==> config.mk <==
export PLATFORM = sky130hd
export DESIGN_NAME = scancode_to_ascii_keyboard_fifo
export DESIGN_NICKNAME = d
export VERILOG_FILES = /design/src/kbd_pkg.sv /design/src/kbd_keymap.sv /design/src/kbd_fifo.sv /design/src/scancode_to_ascii_keyboard_fifo.sv
export SDC_FILE = /design/constraint.sdc
export NUM_CORES = 2
export LEC_CHECK = 0
export BUFFER_PORTS_ARGS = -buffer_cell sky130_fd_sc_hd__buf_2
export CAP_MARGIN = 20
export CELL_PAD_IN_SITES_DETAIL_PLACEMENT = 0
export CELL_PAD_IN_SITES_GLOBAL_PLACEMENT = 1
export CORE_MARGIN = 2
export CORE_UTILIZATION = 52
export CTS_BUF_LIST = sky130_fd_sc_hd__clkbuf_8
export DETAILED_ROUTE_END_ITERATION = 12
export PLACE_DENSITY = 0.88
export REMOVE_ABC_BUFFERS = 1
export SETUP_SLACK_MARGIN = 0.05
export SYNTH_ARGS = -nofsm -noshare
export SYNTH_HDL_FRONTEND = slang
export SYNTH_HIERARCHICAL = 1
export SYNTH_SLANG_ARGS = --single-unit
==> constraint.sdc <==
create_clock -name clk -period 14.2 [get_ports clk]
set_input_delay 2.13 -clock clk [delete_from_list [all_inputs] [get_ports clk]]
set_output_delay 2.13 -clock clk [all_outputs]
set_load 0.01 [all_outputs]
==> src/kbd_pkg.sv <==
// Shared definitions for the scancode-to-ASCII keyboard FIFO.
// Holds operation codes, set-1 key codes, ASCII constants, the key tables and the
// structs passed between the key mapper, the FIFO and the top level. No dependencies.
package kbd_pkg;

    localparam logic [1:0] OP_SCAN  = 2'd0;
    localparam logic [1:0] OP_POP   = 2'd1;
    localparam logic [1:0] OP_CLEAR = 2'd2;

    localparam logic [6:0] SC_ESC       = 7'h01;
    localparam logic [6:0] SC_BACKSPACE = 7'h0E;
    localparam logic [6:0] SC_TAB       = 7'h0F;
    localparam logic [6:0] SC_ENTER     = 7'h1C;
    localparam logic [6:0] SC_LCTRL     = 7'h1D;
    localparam logic [6:0] SC_LSHIFT    = 7'h2A;
    localparam logic [6:0] SC_RSHIFT    = 7'h36;
    localparam logic [6:0] SC_LALT      = 7'h38;
    localparam logic [6:0] SC_CAPS      = 7'h3A;

    localparam logic [6:0] ASCII_NL   = 7'h0A;
    localparam logic [6:0] ASCII_BS   = 7'h08;
    localparam logic [6:0] ASCII_NONE = 7'h00;
    localparam logic [6:0] ASCII_CASE = 7'h20;

    // Width of the fill level reported on the master side, whatever the buffer depth.
    localparam int FILL_W = 9;

    typedef struct packed {
        logic shift;
        logic ctrl;
        logic alt;
        logic caps;
    } mod_flags_t;

    typedef struct packed {
        logic       push;
        logic [6:0] ch;
    } key_evt_t;

    // Unshifted key table; codes without an entry give zero.
    function automatic logic [6:0] plain_char(input logic [6:0] code);
        logic [6:0] ch;
        case (code)
            7'h02: ch = 7'h31;  7'h03: ch = 7'h32;  7'h04: ch = 7'h33;
            7'h05: ch = 7'h34;  7'h06: ch = 7'h35;  7'h07: ch = 7'h36;
            7'h08: ch = 7'h37;  7'h09: ch = 7'h38;  7'h0A: ch = 7'h39;
            7'h0B: ch = 7'h30;  7'h0C: ch = 7'h2D;  7'h0D: ch = 7'h3D;
            7'h10: ch = 7'h71;  7'h11: ch = 7'h77;  7'h12: ch = 7'h65;
            7'h13: ch = 7'h72;  7'h14: ch = 7'h74;  7'h15: ch = 7'h79;
            7'h16: ch = 7'h75;  7'h17: ch = 7'h69;  7'h18: ch = 7'h6F;
            7'h19: ch = 7'h70;  7'h1A: ch = 7'h5B;  7'h1B: ch = 7'h5D;
            7'h1E: ch = 7'h61;  7'h1F: ch = 7'h73;  7'h20: ch = 7'h64;
            7'h21: ch = 7'h66;  7'h22: ch = 7'h67;  7'h23: ch = 7'h68;
            7'h24: ch = 7'h6A;  7'h25: ch = 7'h6B;  7'h26: ch = 7'h6C;
            7'h27: ch = 7'h3B;  7'h28: ch = 7'h27;
            7'h2C: ch = 7'h7A;  7'h2D: ch = 7'h78;  7'h2E: ch = 7'h63;
            7'h2F: ch = 7'h76;  7'h30: ch = 7'h62;  7'h31: ch = 7'h6E;
            7'h32: ch = 7'h6D;  7'h33: ch = 7'h2C;  7'h34: ch = 7'h2E;
            7'h35: ch = 7'h2F;  7'h39: ch = 7'h20;
            default: ch = ASCII_NONE;
        endcase
        return ch;
    endfunction

    // Shifted key table; codes without an entry give zero.
    function automatic logic [6:0] upper_char(input logic [6:0] code);
        logic [6:0] ch;
        case (code)
            7'h02: ch = 7'h21;  7'h03: ch = 7'h40;  7'h04: ch = 7'h23;
            7'h05: ch = 7'h24;  7'h06: ch = 7'h25;  7'h07: ch = 7'h5E;
            7'h08: ch = 7'h26;  7'h09: ch = 7'h2A;  7'h0A: ch = 7'h28;
            7'h0B: ch = 7'h29;  7'h0C: ch = 7'h5F;  7'h0D: ch = 7'h2B;
            7'h10: ch = 7'h51;  7'h11: ch = 7'h57;  7'h12: ch = 7'h45;
            7'h13: ch = 7'h52;  7'h14: ch = 7'h54;  7'h15: ch = 7'h59;
            7'h16: ch = 7'h55;  7'h17: ch = 7'h49;  7'h18: ch = 7'h4F;
            7'h19: ch = 7'h50;  7'h1A: ch = 7'h7B;  7'h1B: ch = 7'h7D;
            7'h1E: ch = 7'h41;  7'h1F: ch = 7'h53;  7'h20: ch = 7'h44;
            7'h21: ch = 7'h46;  7'h22: ch = 7'h47;  7'h23: ch = 7'h48;
            7'h24: ch = 7'h4A;  7'h25: ch = 7'h4B;  7'h26: ch = 7'h4C;
            7'h27: ch = 7'h3A;  7'h28: ch = 7'h22;
            7'h2C: ch = 7'h5A;  7'h2D: ch = 7'h58;  7'h2E: ch = 7'h43;
            7'h2F: ch = 7'h56;  7'h30: ch = 7'h42;  7'h31: ch = 7'h4E;
            7'h32: ch = 7'h4D;  7'h33: ch = 7'h3C;  7'h34: ch = 7'h3E;
            7'h35: ch = 7'h3F;  7'h39: ch = 7'h20;
            default: ch = ASCII_NONE;
        endcase
        return ch;
    endfunction

endpackage

==> src/kbd_keymap.sv <==
// Scancode decoder: modifier and caps lock flags, and the mapping of make codes to ASCII.
// Depends on kbd_pkg for key codes, key tables and the flag and event structs.
module kbd_keymap (
    input  logic              clk,
    input  logic              rst_n,
    input  logic              scan_en,
    input  logic [7:0]        scan_byte,
    output kbd_pkg::key_evt_t evt,
    output kbd_pkg::mod_flags_t flags_next
);
    import kbd_pkg::*;

    mod_flags_t flags_reg;
    logic       released;
    logic [6:0] code;
    logic [6:0] mapped;

    assign released = scan_byte[7];
    assign code     = scan_byte[6:0];

    always_comb
    begin
        mapped = flags_reg.shift ? upper_char(code) : plain_char(code);
        // Caps lock swaps letter case after the shift table has been applied.
        if (flags_reg.caps)
        begin
            if (mapped inside {[7'h61:7'h7A]})
                mapped = mapped - ASCII_CASE;
            else if (mapped inside {[7'h41:7'h5A]})
                mapped = mapped + ASCII_CASE;
        end
    end

    always_comb
    begin
        flags_next = flags_reg;
        evt.push   = 1'b0;
        evt.ch     = ASCII_NONE;
        if (scan_en)
        begin
            case (code)
                SC_LSHIFT, SC_RSHIFT: flags_next.shift = !released;
                SC_LCTRL:             flags_next.ctrl  = !released;
                SC_LALT:              flags_next.alt   = !released;
                SC_CAPS:
                begin
                    if (!released)
                        flags_next.caps = !flags_reg.caps;
                end
                SC_ENTER:
                begin
                    evt.push = !released;
                    evt.ch   = ASCII_NL;
                end
                SC_BACKSPACE:
                begin
                    evt.push = !released;
                    evt.ch   = ASCII_BS;
                end
                SC_ESC, SC_TAB:
                begin
                    evt.push = 1'b0;
                end
                default:
                begin
                    evt.push = !released && (mapped != ASCII_NONE);
                    evt.ch   = mapped;
                end
            endcase
        end
    end

    always_ff @(posedge clk or negedge rst_n)
    begin
        if (!rst_n)
            flags_reg <= '0;
        else
            flags_reg <= flags_next;
    end

endmodule

==> src/kbd_fifo.sv <==
// Character ring buffer: one synchronous memory with registered read data,
// read and write pointers and a fill count. Depends on kbd_pkg for the event struct.
module kbd_fifo #(
    parameter int FIFO_DEPTH = 256,
    parameter int CNT_W      = 9
) (
    input  logic              clk,
    input  logic              rst_n,
    input  kbd_pkg::key_evt_t evt,
    input  logic              pop,
    input  logic              clear,
    output logic              pop_hit,
    output logic [CNT_W-1:0]  count_next,
    output logic [6:0]        rd_data
);
    import kbd_pkg::*;

    localparam int PTR_W = $clog2(FIFO_DEPTH);

    logic [6:0]       mem [FIFO_DEPTH];
    logic [6:0]       rd_data_reg;
    logic [PTR_W-1:0] rd_ptr_reg;
    logic [PTR_W-1:0] rd_ptr_next;
    logic [PTR_W-1:0] wr_ptr_reg;
    logic [PTR_W-1:0] wr_ptr_next;
    logic [CNT_W-1:0] count_reg;
    logic             wr_en;

    // A push and a pop never come in the same transfer, so an entry written in one
    // cycle is already in the memory when a following pop reads it.
    assign wr_en   = evt.push && (count_reg != CNT_W'(FIFO_DEPTH));
    assign pop_hit = pop && (count_reg != '0);

    always_comb
    begin
        rd_ptr_next = rd_ptr_reg;
        wr_ptr_next = wr_ptr_reg;
        count_next  = count_reg;
        if (clear)
        begin
            rd_ptr_next = '0;
            wr_ptr_next = '0;
            count_next  = '0;
        end
        else if (wr_en)
        begin
            wr_ptr_next = (wr_ptr_reg == PTR_W'(FIFO_DEPTH - 1)) ? '0 : wr_ptr_reg + 1'b1;
            count_next  = count_reg + 1'b1;
        end
        else if (pop_hit)
        begin
            rd_ptr_next = (rd_ptr_reg == PTR_W'(FIFO_DEPTH - 1)) ? '0 : rd_ptr_reg + 1'b1;
            count_next  = count_reg - 1'b1;
        end
    end

    always_ff @(posedge clk or negedge rst_n)
    begin
        if (!rst_n)
        begin
            rd_ptr_reg <= '0;
            wr_ptr_reg <= '0;
            count_reg  <= '0;
        end
        else
        begin
            rd_ptr_reg <= rd_ptr_next;
            wr_ptr_reg <= wr_ptr_next;
            count_reg  <= count_next;
        end
    end

    always_ff @(posedge clk)
    begin
        if (wr_en)
            mem[wr_ptr_reg] <= evt.ch;
        if (pop_hit)
            rd_data_reg <= mem[rd_ptr_reg];
    end

    assign rd_data = rd_data_reg;

    a_count_bound: assert property (@(posedge clk) disable iff (!rst_n)
        count_reg <= CNT_W'(FIFO_DEPTH))
        else $error("fill count above depth");

    a_pop_dec: assert property (@(posedge clk) disable iff (!rst_n)
        pop_hit && !clear |=> count_reg == $past(count_reg) - 1'b1)
        else $error("pop did not lower the fill count");

    a_push_inc: assert property (@(posedge clk) disable iff (!rst_n)
        wr_en && !clear |=> count_reg == $past(count_reg) + 1'b1)
        else $error("push did not raise the fill count");

    a_ptr_match: assert property (@(posedge clk) disable iff (!rst_n)
        count_reg == '0 |-> rd_ptr_reg == wr_ptr_reg)
        else $error("empty buffer with unequal pointers");

endmodule

==> src/scancode_to_ascii_keyboard_fifo.sv <==
// Keyboard front end: set-1 scancodes in, ASCII characters buffered and popped out.
// One transfer is taken every cycle unless the input side stalls; its result appears
// on the master side in the next cycle, read from the character memory's single
// registered read port. Every input transfer gives exactly one output transfer carrying
// the popped character (zero when none), buffer status and the modifier and caps lock
// flags as they stand after it. The input side stalls only while a result waits unread.
// Depends on kbd_pkg, kbd_keymap and kbd_fifo.
module scancode_to_ascii_keyboard_fifo #(
    parameter int FIFO_DEPTH = 256,
    localparam int CNT_W     = $clog2(FIFO_DEPTH + 1),
    localparam int M_W       = ((13 + kbd_pkg::FILL_W + 7) / 8) * 8
) (
    input  logic           clk,
    input  logic           rst_n,
    input  logic           s_tvalid,
    output logic           s_tready,
    input  logic [7:0]     s_tdata,   // scan_byte[7:0]
    input  logic [1:0]     s_tuser,   // operation[1:0]
    output logic           m_tvalid,
    input  logic           m_tready,
    // char_out[6:0], char_valid, has_input, fill_level, shift_down, ctrl_down,
    // alt_down, caps_on, then zero fill
    output logic [M_W-1:0] m_tdata
);
    import kbd_pkg::*;

    logic              accept;
    logic              op_scan;
    logic              op_pop;
    logic              op_clear;
    key_evt_t          evt;
    mod_flags_t        flags_next;
    logic              pop_hit;
    logic [CNT_W-1:0]  count_next;
    logic [6:0]        rd_data;

    logic              out_valid_reg;
    logic              char_valid_reg;
    logic [CNT_W-1:0]  fill_reg;
    mod_flags_t        flags_out_reg;
    logic [6:0]        char_out;
    logic [FILL_W-1:0] fill_level;

    assign s_tready = !out_valid_reg || m_tready;
    assign accept   = s_tvalid && s_tready;
    assign op_scan  = accept && (s_tuser == OP_SCAN);
    assign op_pop   = accept && (s_tuser == OP_POP);
    assign op_clear = accept && (s_tuser == OP_CLEAR);

    kbd_keymap u_keymap (
        .clk        (clk),
        .rst_n      (rst_n),
        .scan_en    (op_scan),
        .scan_byte  (s_tdata),
        .evt        (evt),
        .flags_next (flags_next)
    );

    kbd_fifo #(
        .FIFO_DEPTH (FIFO_DEPTH),
        .CNT_W      (CNT_W)
    ) u_fifo (
        .clk        (clk),
        .rst_n      (rst_n),
        .evt        (evt),
        .pop        (op_pop),
        .clear      (op_clear),
        .pop_hit    (pop_hit),
        .count_next (count_next),
        .rd_data    (rd_data)
    );

    always_ff @(posedge clk or negedge rst_n)
    begin
        if (!rst_n)
            out_valid_reg <= 1'b0;
        else if (s_tready)
            out_valid_reg <= s_tvalid;
    end

    always_ff @(posedge clk)
    begin
        if (accept)
        begin
            char_valid_reg <= pop_hit;
            fill_reg       <= count_next;
            flags_out_reg  <= flags_next;
        end
    end

    // The memory read data stays put until the next pop, so it can feed the output directly.
    assign char_out   = char_valid_reg ? rd_data : ASCII_NONE;
    assign fill_level = FILL_W'(fill_reg);
    assign m_tvalid   = out_valid_reg;
    assign m_tdata    = M_W'({flags_out_reg.caps, flags_out_reg.alt, flags_out_reg.ctrl,
                              flags_out_reg.shift, fill_level, (fill_reg != '0),
                              char_valid_reg, char_out});

endmodule
# [Word-level counts from Yosys, hierarchy flattened]
# Memory sizes are Yosys's and may differ from the RTL's. A register that Yosys moved wholly into a read port is not among the register bits.
# Cells that the tools add are included.
[totals] reg_bits=44 ram_bits=1792 romBits=896 inputBits=14 output_inout_bits=26 elab_cells=93 n_memories=3
[classes] n_addsub=6 n_lt_le_gt_ge=4 eq_ne=15 mux=28 reduce_logical=23
[memory_table] name="u_fifo.mem" depth=256 word_bits=7 rd=1 rd_clocked_by_memory_dff=1 wr=1 line="kbd_fifo.sv:20" rtl="logic [6:0] mem [FIFO_DEPTH];"
[memory_table] name="(name not given)" depth=64 word_bits=7 rd=1 rd_clocked_by_memory_dff=0 wr=0 line="kbd_pkg.sv:68" rtl="case (code)"
[memory_table] name="(name not given)" depth=64 word_bits=7 rd=1 rd_clocked_by_memory_dff=0 wr=0 line="kbd_pkg.sv:43" rtl="case (code)"
[op_table] operator="$mux W8" count=8
[op_table] operator="$mux W7" count=7
[op_table] operator="$eq A7 B6 Y1 const B" count=4
[op_table] operator="$mux W9" count=3
[op_table] operator="$pmux W7 S3" count=1
[op_table] operator="$reduce_bool A9 Y1" count=2
[op_table] operator="$add A8 B1 Y8 const B" count=2
[op_table] operator="$eq A8 B8 Y1 const B" count=2
[op_table] operator="$eq A7 B4 Y1 const B" count=2
[op_table] operator="$eq A7 B5 Y1 const B" count=2
[op_table] operator="$ge A7 B7 Y1 const B" count=2
[op_table] operator="$le A7 B7 Y1 const B" count=2
[op_table] operator="$add A9 B1 Y9 const B" count=1
[op_table] operator="$logic_and A1 B1 Y1" count=9
[op_table] operator="$ne A9 B9 Y1 const B" count=1
[op_table] operator="$sub A9 B1 Y9 const B" count=1
[op_table] operator="$add A7 B6 Y7 const B" count=1
[op_table] operator="$eq A7 B1 Y1 const B" count=1
[op_table] operator="$mux W1" count=7
[op_table] operator="$reduce_bool A7 Y1" count=1
[op_table] operator="$reduce_or A7 Y1" count=1
[op_table] operator="$sub A7 B6 Y7 const B" count=1
[op_table] operator="$mux W4" count=1
[op_table] operator="$reduce_bool A2 Y1" count=2
[op_table] operator="other kinds (9)" count=12

# [Longest topological paths before layout]
# An unclocked memory read counts as a cell.
[depth] depth_word=15 ltp_mapped=24 mapped_depth_nobuf=22

# [Hierarchy]
# Netlist, hierarchy kept.
[modules_own_cells] module="kbd_fifo" instances=1 cells_per_inst=3723 area_each_um2=72545.8 seq_area_each_um2=54647.4
[modules_own_cells] module="kbd_keymap" instances=1 cells_per_inst=228 area_each_um2=1675.4 seq_area_each_um2=100.1
[modules_own_cells] module="scancode_to_ascii_keyboard_fifo" instances=1 cells_per_inst=36 area_each_um2=594.3 seq_area_each_um2=445.4

# [Least setup slack after synthesis]
# No wires, ideal clock.
[synth_timing] path_kind="in2reg" from="in s_tdata[1]" to="mem u_fifo.mem[0][3] (data pin)" setup_time_ps=2274 arrival_time_ps=13843 t_required_ps=11926 slack_ps=-1917 path_stages=8 n_path_buf=1 path_cell_list="buf_2 > inv_1 > ha_1 > mux2_4 > or4_4 > a31oi_4 > nand2_1 > a21boi_0"
[synth_lines] element="start, declared" line="scancode_to_ascii_keyboard_fifo.sv:17" rtl="input logic [7:0] s_tdata,"
[synth_lines] element="end, declared" line="kbd_fifo.sv:20"

==> summary.txt <==
run status - finished clean
# fillers - 10.16k
overall via count from detail_route - 40.10k
critical hold path startpoint - u_keymap/flags_reg[2]
number of failing setup endpoints in the final timing report - 0
Final Skew - 0.06179 ns
Starting Density - 0.5227
Synth top area share - 0.7277
maxcap violations - 0
share of post-route cells with drive strength above 1 - 0.2013
via count normalized by instance count - 6.404
slew at the pin with the worst max-slew slack - 1.473 ns
average wire per cell in the routed design - 29.35 um
final hold violation count - 0
share of the clock period used by the worst path - 0.5202
worst hold path class - register to register
highest metal used - met5
IO Count - 40
start of the worst register-to-register path - u_keymap/flags_reg[3]
first element of the critical path - s_tdata[2]
Detailed Routing Iterations Pass 1 - 7
Core Footprint - 143100 um^2
Post-synth top cells - 1813 x sky130_fd_sc_hd__edfxtp_1, 356 x sky130_fd_sc_hd__nor2_1, 300 x sky130_fd_sc_hd__mux4_2
NumNets Final - 4190
cells taking the most area after synthesis - sky130_fd_sc_hd__edfxtp_1 73%, sky130_fd_sc_hd__mux4_2 9.0%, sky130_fd_sc_hd__mux2i_1 3.7%
CTS HTree Levels - 5
vias in the first global route - 39.80k
DRT antenna net count - 0
Worst Path Arrival - 7.98 ns
row count - 139
overall die width - 383.3 um
data required time at the worst endpoint - 14.79 ns
DIE HEIGHT - 383.3 um
DRC Markers - 0
count of flip-flops with a built-in enable after synthesis - 1813
post-CTS setup buffers - 0
CTS Root Cell - sky130_fd_sc_hd__clkbuf_8
number of design-rule violations left by the first detailed-router iteration - 5822
wire length on met1 - 67.01 mm
Yosys top cell by area - sky130_fd_sc_hd__edfxtp_1
Syn. warnings - 6
Post-Syn Area per Cell - 18.76 um^2
global-route congestion overflow total - 0
kind of critical path - primary input to register
area of the mapped netlist - 74820 um^2
CTS tree - yes
TritonCTS buffer count - 299
worst path setup slack after routing - 6.813 ns
Worst-path clk slew - 0.06 ns
final weighted congestion of routability-driven global placement - 0.8997
normalized max-slew margin - 0.01788
distinct cell type count after synthesis - 102
fmax - 135.4 MHz
post-synthesis sequential area ratio - 0.7377
endpoint class of the critical path - register
FF+latch count, synth - 1843
Worst-Skew Late Latency - 1.01 ns
post-CTS resize count - 0
maximum number of pins on one net before global-route repair - 204
synthesis-to-finish area growth - 9.171%
Critical Path Source Type - primary input
met2 wire length - 86.63 mm
post-synthesis async set-or-reset flop share - 0.01628
CP Max Fanout - 40
library cell with the highest instance count after synthesis - sky130_fd_sc_hd__edfxtp_1
Die Footprint - 146900 um^2
maximum VDD drop - 0.0001756 V
minimum clock period - 7.387 ns
synthesized instance count - 3987
hold-fix buffers at CTS - 0
Post-synth top flop - sky130_fd_sc_hd__edfxtp_1
Met3 Routed Length - 21.83 mm
fin. max-slew vios - 0
total track usage - 0.2495
Leakage - 26.48 nW
number of antenna violations at the first check in global routing - 7
worst slack on hold paths - 0.5018 ns
routed wire length - 183.8 mm
Max Buffers Root-to-Sink - 4
max FFs per register - 1792
count of clock tree sinks - 1843
Final HPWL DP - 109.4 mm
first-pass GRT wire length - 267.1 mm
post-placement worst setup slack - 6.069 ns
RSZ-0062 raised after global routing - false
power density relative to cell area - 153.2 nW/um^2
number of buffer cells added on primary ports - 37
==> final cells by class <==
cell class / instances / area, um^2 / area share
clock buffer: 319 / 4390 / 0.05375
tap: 1903 / 2381 / 0.02915
timing repair buffer: 115 / 898.4 / 0.01100
sequential: 1843 / 55210 / 0.6759
multi-input combinational: 1866 / 17700 / 0.2167
inverter: 31 / 118.9 / 0.001455
antenna: 2 / 5.005 / 0.00006128
clock inverter: 183 / 970.9 / 0.01189
==> stage by stage <==
step,utilization,TNS [ns],std cells,total power [mW],area (um^2)
6_report,0.5706,0,6262,12.51,81680
5_1_grt,0.5706,0,6261,12.93,81670
4_1_cts,0.5703,0,6258,12.57,81620
3_5_place_dp,0.5328,0,5756,8.417,76260
3_3_place_gp,0.5327,0,5755,8.395,76250
2_1_floorplan,-,-527.58,3740,9.337,72940
==> worst max-delay path: stages <==
cell and delay (ns):
sky130_fd_sc_hd__buf_2 0.54, sky130_fd_sc_hd__inv_1 0.23, sky130_fd_sc_hd__ha_1 0.29, sky130_fd_sc_hd__or3b_1 0.17, sky130_fd_sc_hd__o31ai_1 0.06, sky130_fd_sc_hd__a221oi_1 0.40
sky130_fd_sc_hd__a32oi_2 0.20, sky130_fd_sc_hd__inv_1 0.11, sky130_fd_sc_hd__ha_1 0.22, sky130_fd_sc_hd__inv_1 0.10, sky130_fd_sc_hd__a21oi_1 0.12, sky130_fd_sc_hd__a221oi_1 0.07
sky130_fd_sc_hd__a21oi_1 0.32, sky130_fd_sc_hd__nand4bb_1 0.18, sky130_fd_sc_hd__o311ai_1 0.17, sky130_fd_sc_hd__a31oi_1 0.32, sky130_fd_sc_hd__inv_1 0.08, sky130_fd_sc_hd__a41oi_1 0.18
sky130_fd_sc_hd__buf_4 0.28, sky130_fd_sc_hd__and2_1 0.26, sky130_fd_sc_hd__nand2_1 0.49, sky130_fd_sc_hd__buf_4 0.48, sky130_fd_sc_hd__nor2_1 0.55
==> report_power, final <==
part | total [mW] | internal [mW] | switching [mW]
clock | 4.19 | 2.21 | 1.98
sequential | 6.03 | 5.94 | 0.0892
combinational | 2.29 | 0.994 | 1.30
==> layer usage <==
| layer | vias to the layer above | global-route usage |
|---|---|---|
| met3 | 435 | 0.06663 |
| met2 | 2743 | 0.3856 |
| met1 | 20351 | 0.3351 |
| li1 | 16561 | - |
| met4 | 14 | 0.1118 |
| met5 | - | 0 |
==> worst paths after layout <==
kind | end | slack, ns | cells past startpoint
max | u_fifo/mem[35][2] | 6.81 | 23
max reg2reg | u_fifo/mem[35][2] | 8.33 | 17
min reg2reg | u_keymap/flags_reg[2] | 0.50 | 2
max in group asynchronous | u_fifo/rd_ptr_reg[2] | 12.35 | 1
min | u_keymap/flags_reg[2] | 0.50 | 2
min in group asynchronous | u_fifo/rd_ptr_reg[6] | 1.24 | 1
==> cells in the final DEF (no fill, tap or decap), types with 22 or more instances in the layout <==
cell type                     n
sky130_fd_sc_hd__a21oi_1     79
sky130_fd_sc_hd__a221oi_1    63
sky130_fd_sc_hd__a22oi_1     37
sky130_fd_sc_hd__and2_1      22
sky130_fd_sc_hd__buf_2       37
sky130_fd_sc_hd__buf_4       68
sky130_fd_sc_hd__clkbuf_8   319
sky130_fd_sc_hd__clkinv_1    58
sky130_fd_sc_hd__clkinv_2    30
sky130_fd_sc_hd__dfrtp_1     25
sky130_fd_sc_hd__edfxtp_1  1813
sky130_fd_sc_hd__inv_1      103
sky130_fd_sc_hd__mux2_2      34
sky130_fd_sc_hd__mux2i_1    278
sky130_fd_sc_hd__mux4_2     300
sky130_fd_sc_hd__nand2_1    157
sky130_fd_sc_hd__nand2b_1    23
sky130_fd_sc_hd__nand3_1     41
sky130_fd_sc_hd__nor2_1     352
sky130_fd_sc_hd__nor2b_1     26
sky130_fd_sc_hd__nor3_1      22
sky130_fd_sc_hd__o21ai_0     65
sky130_fd_sc_hd__o22ai_1     56
==> cell families (layout without fill, tap and decap cells) <==
logic type / after synthesis / count (layout) / synth area share
other cells: 1 / 4 / 0.00005012
flops: 1843 / 1843 / 0.7377
fa+ha+maj: 20 / 20 / 0.003345
compound gates: 469 / 469 / 0.04658
buf+inv: 279 / 648 / 0.02666
simple gates: 723 / 723 / 0.04331
mux: 635 / 635 / 0.1403
xor+xnor: 17 / 17 / 0.001990
(Power assumes the default switching activity.)
